==> src/design/mqsm_pkg.sv <==
`timescale 1ns / 1ps
package mqsm_pkg;
	localparam int QUEUES = 4;
	localparam int QUEUE_DEPTH = 256;
	localparam int SLOTS = 256;
	localparam int FRAME_BYTES = 512;
	localparam int QW = (QUEUES > 1) ? $clog2(QUEUES) : 1;
	localparam int PW = $clog2(QUEUE_DEPTH);
	localparam int SW = $clog2(SLOTS);
	localparam int RW = QW + PW;

	localparam logic [1:0] CMD_PUSH = 2'd0;
	localparam logic [1:0] CMD_POP = 2'd1;
	localparam logic [1:0] CMD_TEST = 2'd2;
	localparam logic [1:0] CMD_CLEAR = 2'd3;

	localparam logic [2:0] ST_OK = 3'd0;
	localparam logic [2:0] ST_BAD_QUEUE = 3'd1;
	localparam logic [2:0] ST_TOO_LONG = 3'd2;
	localparam logic [2:0] ST_NO_SLOT = 3'd3;
	localparam logic [2:0] ST_QUEUE_FULL = 3'd4;
	localparam logic [2:0] ST_QUEUE_EMPTY = 3'd5;

	typedef struct packed {
		logic [1:0] cmd;
		logic [2:0] queue_sel;
		logic [9:0] length_in;
		logic [7:0] stamp_in;
		logic [7:0] packet_count;
	} in_item_t;

	typedef struct packed {
		logic [2:0] status;
		logic [7:0] slot;
		logic [16:0] byte_address;
		logic [9:0] length_out;
		logic [7:0] stamp_out;
		logic space_ok;
		logic [8:0] queue_fill;
		logic [8:0] total_fill;
	} out_item_t;

	// Command after classification by the front part.
	typedef struct packed {
		logic [1:0] cmd;
		logic bad_queue;
		logic too_long;
		logic [QW-1:0] q;
		logic [9:0] length;
		logic [7:0] stamp;
		logic [7:0] count;
	} work_t;
endpackage

==> src/design/mqsm_front.sv <==
`timescale 1ns / 1ps
module mqsm_front (
	input logic clk,
	input logic arst_n,
	input logic in_valid,
	output logic in_ready,
	input mqsm_pkg::in_item_t in_item,
	output logic wq_valid,
	input logic wq_ready,
	output mqsm_pkg::work_t wq_item
);
	// Two-entry queue between classification and execution.
	mqsm_pkg::work_t buf_q [2];
	logic [1:0] cnt_q;
	logic wr_q, rd_q;
	mqsm_pkg::work_t w;
	logic push, pop;

	always_comb begin
		w.cmd = in_item.cmd;
		w.bad_queue = ({29'd0, in_item.queue_sel} >= 32'(mqsm_pkg::QUEUES));
		w.too_long = ({22'd0, in_item.length_in} > 32'(mqsm_pkg::FRAME_BYTES));
		w.q = in_item.queue_sel[mqsm_pkg::QW-1:0];
		w.length = in_item.length_in;
		w.stamp = in_item.stamp_in;
		w.count = in_item.packet_count;
	end

	assign in_ready = (cnt_q != 2'd2);
	assign push = in_valid && in_ready;
	assign wq_valid = (cnt_q != 2'd0);
	assign pop = wq_valid && wq_ready;
	assign wq_item = buf_q[rd_q];

	always_ff @(posedge clk) begin
		if (push) begin
			buf_q[wr_q] <= w;
		end
	end

	always_ff @(posedge clk or negedge arst_n) begin
		if (!arst_n) begin
			cnt_q <= 2'd0;
			wr_q <= 1'b0;
			rd_q <= 1'b0;
		end else begin
			if (push) wr_q <= ~wr_q;
			if (pop) rd_q <= ~rd_q;
			cnt_q <= cnt_q + {1'b0, push} - {1'b0, pop};
		end
	end
endmodule

==> config.mk <==
export PLATFORM = sky130hd
export DESIGN_NAME = mqsm_front
export DESIGN_NICKNAME = d
export VERILOG_FILES = /design/src/design/mqsm_pkg.sv /design/src/design/mqsm_front.sv
export SDC_FILE = /design/constraint.sdc
export NUM_CORES = 1
export LEC_CHECK = 0
export ABC_CLOCK_PERIOD_IN_PS = 5200
export BUFFER_PORTS_ARGS = -buffer_cell sky130_fd_sc_hd__buf_2
export CORE_MARGIN = 4
export CORE_UTILIZATION = 55
export CTS_CLUSTER_SIZE = 24
export DETAILED_ROUTE_END_ITERATION = 16
export HOLD_SLACK_MARGIN = 0.06
export PLACE_DENSITY = 0.83
export SLEW_MARGIN = 20
export SYNTH_ARGS = -nofsm -noshare
export SYNTH_HDL_FRONTEND = slang
export SYNTH_SLANG_ARGS = --single-unit
==> constraint.sdc <==
create_clock -name clk -period 5.2 [get_ports clk]
set_input_delay 1.04 -clock clk [delete_from_list [all_inputs] [get_ports clk]]
set_output_delay 1.04 -clock clk [all_outputs]
set_load 0.02 [all_outputs]
==> impl_results.md, run 1 <==
* Async S/R FF share, synth at roughly 5.9%
* Die Width at 76.3 um
* Synth Warn # at 0
* Grt total ovfl at 0
* Fmax at between 300 and 400 MHz
* Initial antenna violation count at 0
* Area contributors post-synth: edfxtp_1, mux2_2, dfrtp_1
* Unrepaired setup endpoints after global routing: false
* EDFF count, synth at 64
* Layout cells sized above 1 at between 50% and 60%
* Die Y at between 70 and 80 um
* Worst Skew at between 0.008 and 0.009 ns
* Number of H-tree levels at 3
* Clock root buffer: clkbuf_8
* Net Count, Synth at 164
* Starting DRT DRC Count at 42
* Worst-path fanout max at 22
* Post-Syn Area at 2570 um2
* Final worst-path cycle share at 56.0%
* Pwr Density at roughly 560 nW/um2
* First-pass GRT wire length at roughly 7000 um
* Tmin final at just under 3 ns
* Clk slew on worst S/H paths at ~0.070 ns
* Total CTS buffers at 9
* CTS sink count at just under 70
* Vias in the first global route at ~1500
* N_diodes at 0
* Yosys reg bits at 68
* CP Data Required Time at 4.16 ns
* Mean area per synthesized cell at 20.1 um2
* Max Cap Violations at 0
* Setup tns final at 0 ns
* Yosys top cell by area: edfxtp_1
* Antenna viol nets, final at 0
* Slew of the pin with the lowest slew margin at 0.902 ns
* Area Growth Syn to Fin at 20.9%
* Post-CTS sizing at 0
* Dpl hpwl at 3170 um
* Sequential-to-total area share from yosys stat at between 70% and 80%
* CTS tree: built
* Remaining DRCs at 0
* Startpoint Class: flip-flop
* Finished Cell Area at roughly 3100 um2
* Post-CTS Setup Inserts at 0
* Synth top cells by count: edfxtp_1, mux2_2, dfrtp_1, nor2_1
* Max VDD drop at 340 uV
* Worst path arrival time at around 1.9 ns
* Largest net degree at the start of global routing at 33
* Port Buffers at 68
* Clock buffer depth at 2
* CP Capture Type: output pin
* Core region area at 4440 um2
* Hold Crit Class: primary input to async pin
* Post-synth top area share at 74.8%
* Most common cell in the netlist: edfxtp_1
* R2r setup slk at between 3 and 4 ns
* Post-Route WL at 4540 um
* Dpl cell area at between 2000 and 3000 um2
* Final setup viols at 0
* Vias/cell at roughly 5.2
* Syn Inst Count at between 100 and 150
* LEAKAGE at 1.18 nW
* Wire per inst at about 17 um
* Initial Util at 57.8%
* Status: finished clean
* GRT Total Usage at between 10% and 20%
* Final hold vios at 0
* Full die area at a little under 6000 um2
* Ys flop type: edfxtp_1
* Final nets at 240
* Skew-Pair Late Insertion Delay at between 0.3 and 0.4 ns
* Final max-slew violation count at 0
* Rows at 24
* # hold bufs at CTS at 0
* IO Count at a little under 70
* WS Path Type: flip-flop to output pin
* DRT Pass-1 Iters at 4
* Total Power at between 1.5 and 2 mW
* Post-synth cell types at 23
* Vias at between 1000 and 1500
* Worst rel slew slack at between 30 and 40%
* RD Place Congestion at roughly 0.72
==> report_power, final <==
| group | internal [mW] | leakage, nW | switching (mW) |
|---|---|---|---|
| sequential | 0.752 | 0.643 | 0.0564 |
| clock | 0.171 | 0.0788 | 0.173 |
| combinational | 0.242 | 0.463 | 0.359 |
| total | 1.16 | 1.18 | 0.589 |
==> logic make-up after synthesis <==
logic type	after synthesis	share of synthesized area, %
AOI/OAI and AO/OA	5	1.46
and+or+nand+nor	13	2.48
DFF	68	78.7
adders and majority gates	1	0.487
muxes	32	14.0
xor gates and xnor gates	3	1.02
buffers and inverters	6	1.80
==> layout make-up <==
class / count / area (um2)
timing repair buffer: 70 / 355
clock buffer: 13 / 139
sequential: 68 / 2020
inverter: 1 / 3.75
clock inverter: 3 / 13.8
fill: 294 / 1340
multi-input combinational: 54 / 508
tap: 52 / 65.1
==> registers in the layout, summed over array words and instances (netlist names) <==
register  flops
buf_q        64
cnt_q         2
rd_q          1
wr_q          1
==> stage by stage <==
step           cells  utilization, %  worst slack, ns  hold slack [ns]
4_1_cts          261            69.9             2.25            0.487
3_3_place_gp     245            66.5             2.65            0.532
3_5_place_dp     245            66.5             2.62            0.541
2_1_floorplan    128               -             2.30            0.460
6_report         261            69.9             2.29            0.502
5_1_grt          261            69.9             2.19            0.485
==> cells in the final DEF, fill, tap and decap left out, types with 2 or more instances in the layout <==
master    instances
clkbuf_8          9
xnor2_1           3
clkbuf_1          4
edfxtp_1         64
nand2_1           2
mux2_2           32
buf_2            68
buf_4             2
dfrtp_1           4
clkinv_2          2
nor2_1            3
==> per-layer routing <==
layer | wire length [um] | track usage [%] | vias up | part of all wire [%]
met3 | 295 | 5.56 | 7 | 6.5
met4 | 87 | 9.78 | 0 | 1.9
met1 | 1730 | 17.4 | 660 | 38
met2 | 2430 | 28.7 | 48 | 53
li1 | - | - | 649 | -
met5 | 0 | 0 | - | 0
==> critical path, cell delays in order (launching register included) <==
cell     delay, ns
dfrtp_1       0.61
buf_4         0.38
mux2_2        0.39
buf_2         0.16
==> worst paths after layout <==
check                          from           end  depth (start not counted)
min in group clk               wr_q          wr_q                          1
setup reg to reg           cnt_q[0]  buf_q[1][16]                          3
hold / removal               arst_n      cnt_q[1]                          1
setup / recovery               rd_q    wq_item[7]                          3
hold reg to reg                wr_q          wr_q                          1
max in group asynchronous    arst_n          rd_q                          1
Power figures use the tool's default switching activity.
==> run 2: changes to the inputs <==
--- a/config.mk
+++ b/config.mk
@@ -5,14 +5,14 @@
 export SDC_FILE = /design/constraint.sdc
 export NUM_CORES = 1
 export LEC_CHECK = 0
-export ABC_CLOCK_PERIOD_IN_PS = 5200
+export ABC_CLOCK_PERIOD_IN_PS = 2890
 export BUFFER_PORTS_ARGS = -buffer_cell sky130_fd_sc_hd__buf_2
 export CORE_MARGIN = 4
-export CORE_UTILIZATION = 55
+export CORE_UTILIZATION = 51
 export CTS_CLUSTER_SIZE = 24
 export DETAILED_ROUTE_END_ITERATION = 16
 export HOLD_SLACK_MARGIN = 0.06
-export PLACE_DENSITY = 0.83
+export PLACE_DENSITY = 0.78
 export SLEW_MARGIN = 20
 export SYNTH_ARGS = -nofsm -noshare
 export SYNTH_HDL_FRONTEND = slang
==> constraint.sdc (replaced) <==
create_clock -name clk -period 2.89 [get_ports clk]
set_input_delay 0.578 -clock clk [delete_from_list [all_inputs] [get_ports clk]]
set_output_delay 0.578 -clock clk [all_outputs]
set_load 0.02 [all_outputs]
==> run 2 against run 1 <==
Effect of this change:
- combinational power increased by 90%
- worst setup slack got worse by 1.4 ns
- via count increased by 2.1%
- clock skew decreased by 0.0031 ns
- register-to-register slack got worse by 2.2 ns
- first-iteration DRC count increased by 50%
- sequential share of layout area decreased by 1.3 points
- routed wire length increased by 0.53%
==> impl_results.md, run 2 (synthesized netlist as in run 1, its figures left out) <==
* Post-CTS sizing at 0 (unchanged)
* Final worst-path cycle share at between 70% and 80%
* Largest net degree at the start of global routing at 23 (-30%)
* Most flop-heavy register: buf_q
* Largest regs: buf_q: 64 flops, cnt_q: 2 flops
* Vias at 1393 (+2.1%)
* IO Count at 69 (unchanged)
* Fill cells at 340 (+16%)
* Final hold vios at 0 (unchanged)
* LEAKAGE at 1.21 nW (+1.9%)
* Core region area at 4790 um2 (+7.7%)
* Skew-Pair Late Insertion Delay at 0.32 ns (about the same)
* Final setup margin at 0.841 ns (-1.45 ns)
* Layout cells sized above 1 at 56.6% (+1.6 points)
* Initial Util at 53.7% (-4.1 points)
* Commonest non-fill, non-tap cell in the layout: buf_2
* First-pass GRT wire length at 7570 um (+6.0%)
* Worst Skew at 0.00509 ns (-0.00306 ns)
* Max VDD drop at 624 uV (+84%)
* Max Cap Violations at 0 (unchanged)
* Most frequent cells in the layout: buf_2, edfxtp_1, mux2_2
* Post-CTS Setup Inserts at 0 (unchanged)
* Final setup viols at 0 (unchanged)
* Vias/cell at 4.99 (-4.5%)
* Clock buffer depth at 2 (unchanged)
* Slowest CP cell: mux2_2
* Tmin final at approximately 2.0 ns
* RD Place Congestion at 0.675 (-6.1%)
* Final max-slew violation count at 0 (unchanged)
* Total CTS buffers at 9 (unchanged)
* Fmax at ~490 MHz
* Grt total ovfl at 0 (unchanged)
* Area Growth Syn to Fin at 23.4%
* Setup tns final at 0 ns (unchanged)
* Worst path arrival time at 1.47 ns (-0.40 ns)
* Dpl hpwl at 3170 um (about the same)
* Dpl ws at 1.02 ns (-1.59 ns)
* Clk slew on worst S/H paths at 0.07 ns (about the same)
* DRT Pass-1 Iters at 4 (unchanged)
* CP Capture Type: output pin
* # hold bufs at CTS at 1 (+1)
* Worst rel slew slack at 62.6% (+23 points)
* Full die area at 6240 um2 (+7.0%)
* Die Width at 79.0 um (+3.4%)
* Pwr Density at 1010 nW/um2 (+79%)
* Critical path cell sequence: buf_4 > mux2_2 > buf_2
* Number of H-tree levels at 3 (unchanged)
* Initial antenna violation count at 0 (unchanged)
* Hold Crit Class: primary input to flip-flop
* WS Path Type: flip-flop to output pin
* Vias in the first global route at 1546 (+3.8%)
* Post-Route WL at 4560 um (+0.53%)
* Slew of the pin with the lowest slew margin at 0.562 ns (-0.341 ns)
* Remaining DRCs at 0 (unchanged)
* Unrepaired setup endpoints after global routing: false
* Total Power at 3.20 mW (+82%)
* GRT Total Usage at 16.4% (-0.13 points)
* Clock root buffer: clkbuf_8
* CTS tree: built
* N_diodes at 0 (unchanged)
* Antenna viol nets, final at 0 (unchanged)
* Wire per inst at 16.4 um (-6.0%)
* Die Y at 79.0 um (+3.4%)
* Startpoint Class: flip-flop
* Final nets at 243 (+1.3%)
* Rows at 25 (+4.2%)
* Worst-path fanout max at 17 (-23%)
* CP Data Required Time at 2.31 ns (-1.85 ns)
* Port Buffers at 68 (unchanged)
* Largest register FFs at 64 (unchanged)
* Starting DRT DRC Count at 63 (+50%)
* Slowest stage delay, CP at 0.38 ns (-0.23 ns)
* Status: finished clean
* CTS sink count at 68 (unchanged)
## run 2: cell count changes in the layout (fill, tap and decap cells not counted), sizes merged
cell | before | now
buf | 70 | 72
clkbuf | 13 | 10
clkinv | 3 | 5
clkinvlp | 0 | 1
dlygate4sd3 | 0 | 1
## run 2: final timing paths
| path | start | end | slack, ns | cells past startpoint |
|---|---|---|---|---|
| max in group asynchronous | arst_n | cnt_q[0] | 2.16 | 2 |
| min in group asynchronous | arst_n | wr_q | 0.61 | 2 |
| setup reg to reg | cnt_q[0] | buf_q[0][9] | 1.15 | 4 |
| hold / removal | in_item[28] | buf_q[0][29] | 0.44 | 1 |
| setup / recovery | rd_q | wq_item[13] | 0.84 | 3 |
| hold reg to reg | wr_q | wr_q | 0.56 | 1 |
## run 2: routing by layer
layer  vias to the layer above  global-route usage, %  part of all wire, %
met1                       675                   19.9                   40
met5                         -                      0                    0
met2                        51                   26.7                   52
met3                        10                   4.20                  5.4
li1                        657                      -                    -
met4                         0                   9.45                  2.2
## run 2: critical path: cells and delay by family (launching register included)
kind / cells / cell delay [ns]
buffers and inverters: 2 / 0.42
multiplexers: 1 / 0.38
flip-flops: 1 / 0.35
## run 2: layout make-up
cell class,instances,area [um2],area share [%]
Sequential cell,68,2020,63.8
Multi-Input combinational cell,54,508,16.0
Timing Repair Buffer,73,393,12.4
Clock buffer,10,128,4.03
Tap cell,67,83.8,2.65
Clock inverter,6,31.3,0.987
Inverter,1,3.75,0.118
## run 2: report_power, final
part           internal, mW  total [mW]  switching, mW
Clock                 0.302       0.630          0.328
Combinational         0.463        1.14          0.680
Sequential             1.35        1.43         0.0768
## run 2: stage by stage
step / hold WS [ns] / instances / util [%] / area, um2
6_report: 0.441 / 279 / 66.2 / 3170
5_1_grt: 0.415 / 279 / 66.2 / 3170
4_1_cts: 0.424 / 279 / 66.2 / 3170
3_5_place_dp: 0.388 / 262 / 62.7 / 3000
3_3_place_gp: 0.385 / 262 / 62.7 / 3000
2_1_floorplan: 0.282 / 128 / - / 2570
==> run 3: changes to the inputs <==
--- a/config.mk
+++ b/config.mk
@@ -5,7 +5,7 @@
 export SDC_FILE = /design/constraint.sdc
 export NUM_CORES = 1
 export LEC_CHECK = 0
-export ABC_CLOCK_PERIOD_IN_PS = 2890
+export ABC_CLOCK_PERIOD_IN_PS = 2000
 export BUFFER_PORTS_ARGS = -buffer_cell sky130_fd_sc_hd__buf_2
 export CORE_MARGIN = 4
 export CORE_UTILIZATION = 51
==> constraint.sdc (replaced) <==
create_clock -name clk -period 2 [get_ports clk]
set_input_delay 0.4 -clock clk [delete_from_list [all_inputs] [get_ports clk]]
set_output_delay 0.4 -clock clk [all_outputs]
set_load 0.02 [all_outputs]
==> run 3 against run 2 <==
Effect of this change:
- die area is the same
- register-to-register slack worse by 0.65 ns
- sequential power increased by 44%
- critical endpoint is now wq_item[26]
- critical path type unchanged
==> impl_results.md, run 3 (synthesized netlist as in run 1, its figures left out) <==
* Largest regs: buf_q: 64 flops, cnt_q: 2 flops
* Remaining DRCs at 0 (unchanged)
* R2r setup slk at 0.50 ns (-0.65 ns)
* Max VDD drop at 779 uV (+25%)
* Initial Util at 53.7% (unchanged)
* Clock buffer depth at 2 (unchanged)
* Post-CTS Setup Inserts at 0 (unchanged)
* Port Buffers at 68 (unchanged)
* Clock root buffer: clkbuf_8
* Fill cells at 344 (+1.2%)
* Most frequent cells in the layout: buf_2, edfxtp_1, mux2_2
* Wire per inst at 15.9 um (-3.0%)
* Full die area at 6240 um2 (unchanged)
* Fmax at approximately 540 MHz
* Post-CTS sizing at 0 (unchanged)
* Worst-path fanout max at 33 (+16)
* Largest net degree at the start of global routing at 34 (+48%)
* IO Count at 69 (unchanged)
* Hold Crit Class: primary input to flip-flop
* CP Data Required Time at 1.60 ns (-0.71 ns)
* CP Capture Type: output pin
* Unrepaired setup endpoints after global routing: false
* DRT Pass-1 Iters at 4 (unchanged)
* Final hold vios at 0 (unchanged)
* Largest register FFs at 64 (unchanged)
* Grt total ovfl at 0 (unchanged)
* FF/Latch Area at 2020 um2 (unchanged)
* Vias at 1390 (-0.22%)
* Most flop-heavy register: buf_q
* Skew-Pair Late Insertion Delay at 0.34 ns (+0.02 ns)
* Startpoint Class: flip-flop
* Final setup margin at 0.146 ns (-0.695 ns)
* Number of H-tree levels at 3 (unchanged)
* Status: finished clean
* Final setup viols at 0 (unchanged)
* WS Path Type: flip-flop to output pin
* Setup tns final at 0 ns (unchanged)
* Final nets at 243 (unchanged)
* GRT Total Usage at 15.6% (-0.82 points)
* LEAKAGE at 1.24 nW (+2.8%)
* Tmin final at approximately 1.9 ns
* Area Growth Syn to Fin at 26.5%
* Multi-input gate area at 508 um2 (unchanged)
* Pwr Density at 1540 nW/um2 (+53%)
* Worst rel slew slack at 71.3% (+8.7 points)
* Commonest non-fill, non-tap cell in the layout: buf_2
* Initial antenna violation count at 0 (unchanged)
* RD Place Congestion at 0.716 (+6.0%)
* Antenna viol nets, final at 0 (unchanged)
* Die Y at 79.0 um (unchanged)
* Max Cap Violations at 0 (unchanged)
* Worst Skew at 0.0113 ns (+0.00620 ns)
* N_diodes at 0 (unchanged)
* Starting DRT DRC Count at 63 (unchanged)
* First-pass GRT wire length at 7170 um (-5.3%)
* Vias/cell at 4.98 (-0.22%)
* CTS sink count at 68 (unchanged)
* Post-Route WL at 4430 um (-3.0%)
* Final max-slew violation count at 0 (unchanged)
* Dpl ws at 0.486 ns (-0.537 ns)
* Total CTS buffers at 9 (unchanged)
* Slew of the pin with the lowest slew margin at 0.431 ns (-0.131 ns)
* Dpl hpwl at 3010 um (-5.1%)
* Final worst-path cycle share at between 90% and 100%
* Rows at 25 (unchanged)
* Vias in the first global route at 1531 (-0.97%)
* Worst path arrival time at 1.45 ns (-0.02 ns)
* Clk slew on worst S/H paths at 0.07 ns (about the same)
* Layout cells sized above 1 at 57.5% (+0.94 points)
* CTS tree: built
* Die Width at 79.0 um (unchanged)
* Core region area at 4790 um2 (unchanged)
## run 3: cell types whose count changed in the layout (fill, tap and decap cells not counted), sizes merged
cell	previous run	this run
bufinv	0	3
clkbuf	10	9
clkinv	5	2
clkinvlp	1	2
## run 3: worst max-delay path, cell delays in order, from the launching register on
cell	delay [ns]
dfrtp_1	0.37
buf_12	0.22
mux2_2	0.37
buf_2	0.16
## run 3: metal layers
layer | global-route usage, % | part of all wire [%] | vias up
met2 | 26.9 | 52 | 57
met5 | 0 | 0 | -
met3 | 4.99 | 7.4 | 14
met1 | 16.6 | 38 | 662
li1 | - | - | 657
met4 | 9.62 | 2.9 | 0
## run 3: cell type report
type	count	area share, %
clock inverters	7	3.54
inverters	1	0.116
repair buffers	73	12.1
multi-input cells	54	15.6
clock buffers	9	3.81
flip-flops and latches	68	62.2
well taps	67	2.58
## run 3: through the flow
stage	total power [mW]	cells	area [um2]	utilization, %	hold WS [ns]
global route	5.26	279	3250	67.9	0.239
CTS	5.09	279	3250	67.9	0.231
floorplan	3.25	128	2580	-	0.104
finish	5.02	279	3250	67.9	0.254
detailed placement	3.77	262	3000	62.7	0.213
global placement	3.69	262	3000	62.7	0.206
## run 3: worst paths after layout
check / startpoint / endpoint / cells past startpoint
max in group asynchronous: arst_n / cnt_q[0] / 2
min in group asynchronous: arst_n / wr_q / 2
setup reg to reg: cnt_q[0] / buf_q[1][20] / 3
setup / recovery: rd_q / wq_item[26] / 3
hold / removal: in_item[15] / buf_q[1][15] / 1
hold reg to reg: wr_q / wr_q / 1
## run 3: report_power, final
part / internal (mW) / total [mW] / switching (mW)
registers: 1.95 / 2.06 / 0.111
logic: 0.675 / 1.64 / 0.970
clock network: 0.823 / 1.31 / 0.490
## run 3: repair_timing
action | 4_1_cts | 5_1_grt
endpoints found under the setup margin | 0 | 0
hold endpoints to repair | 4 | 0
hold buffers | 1 | 0
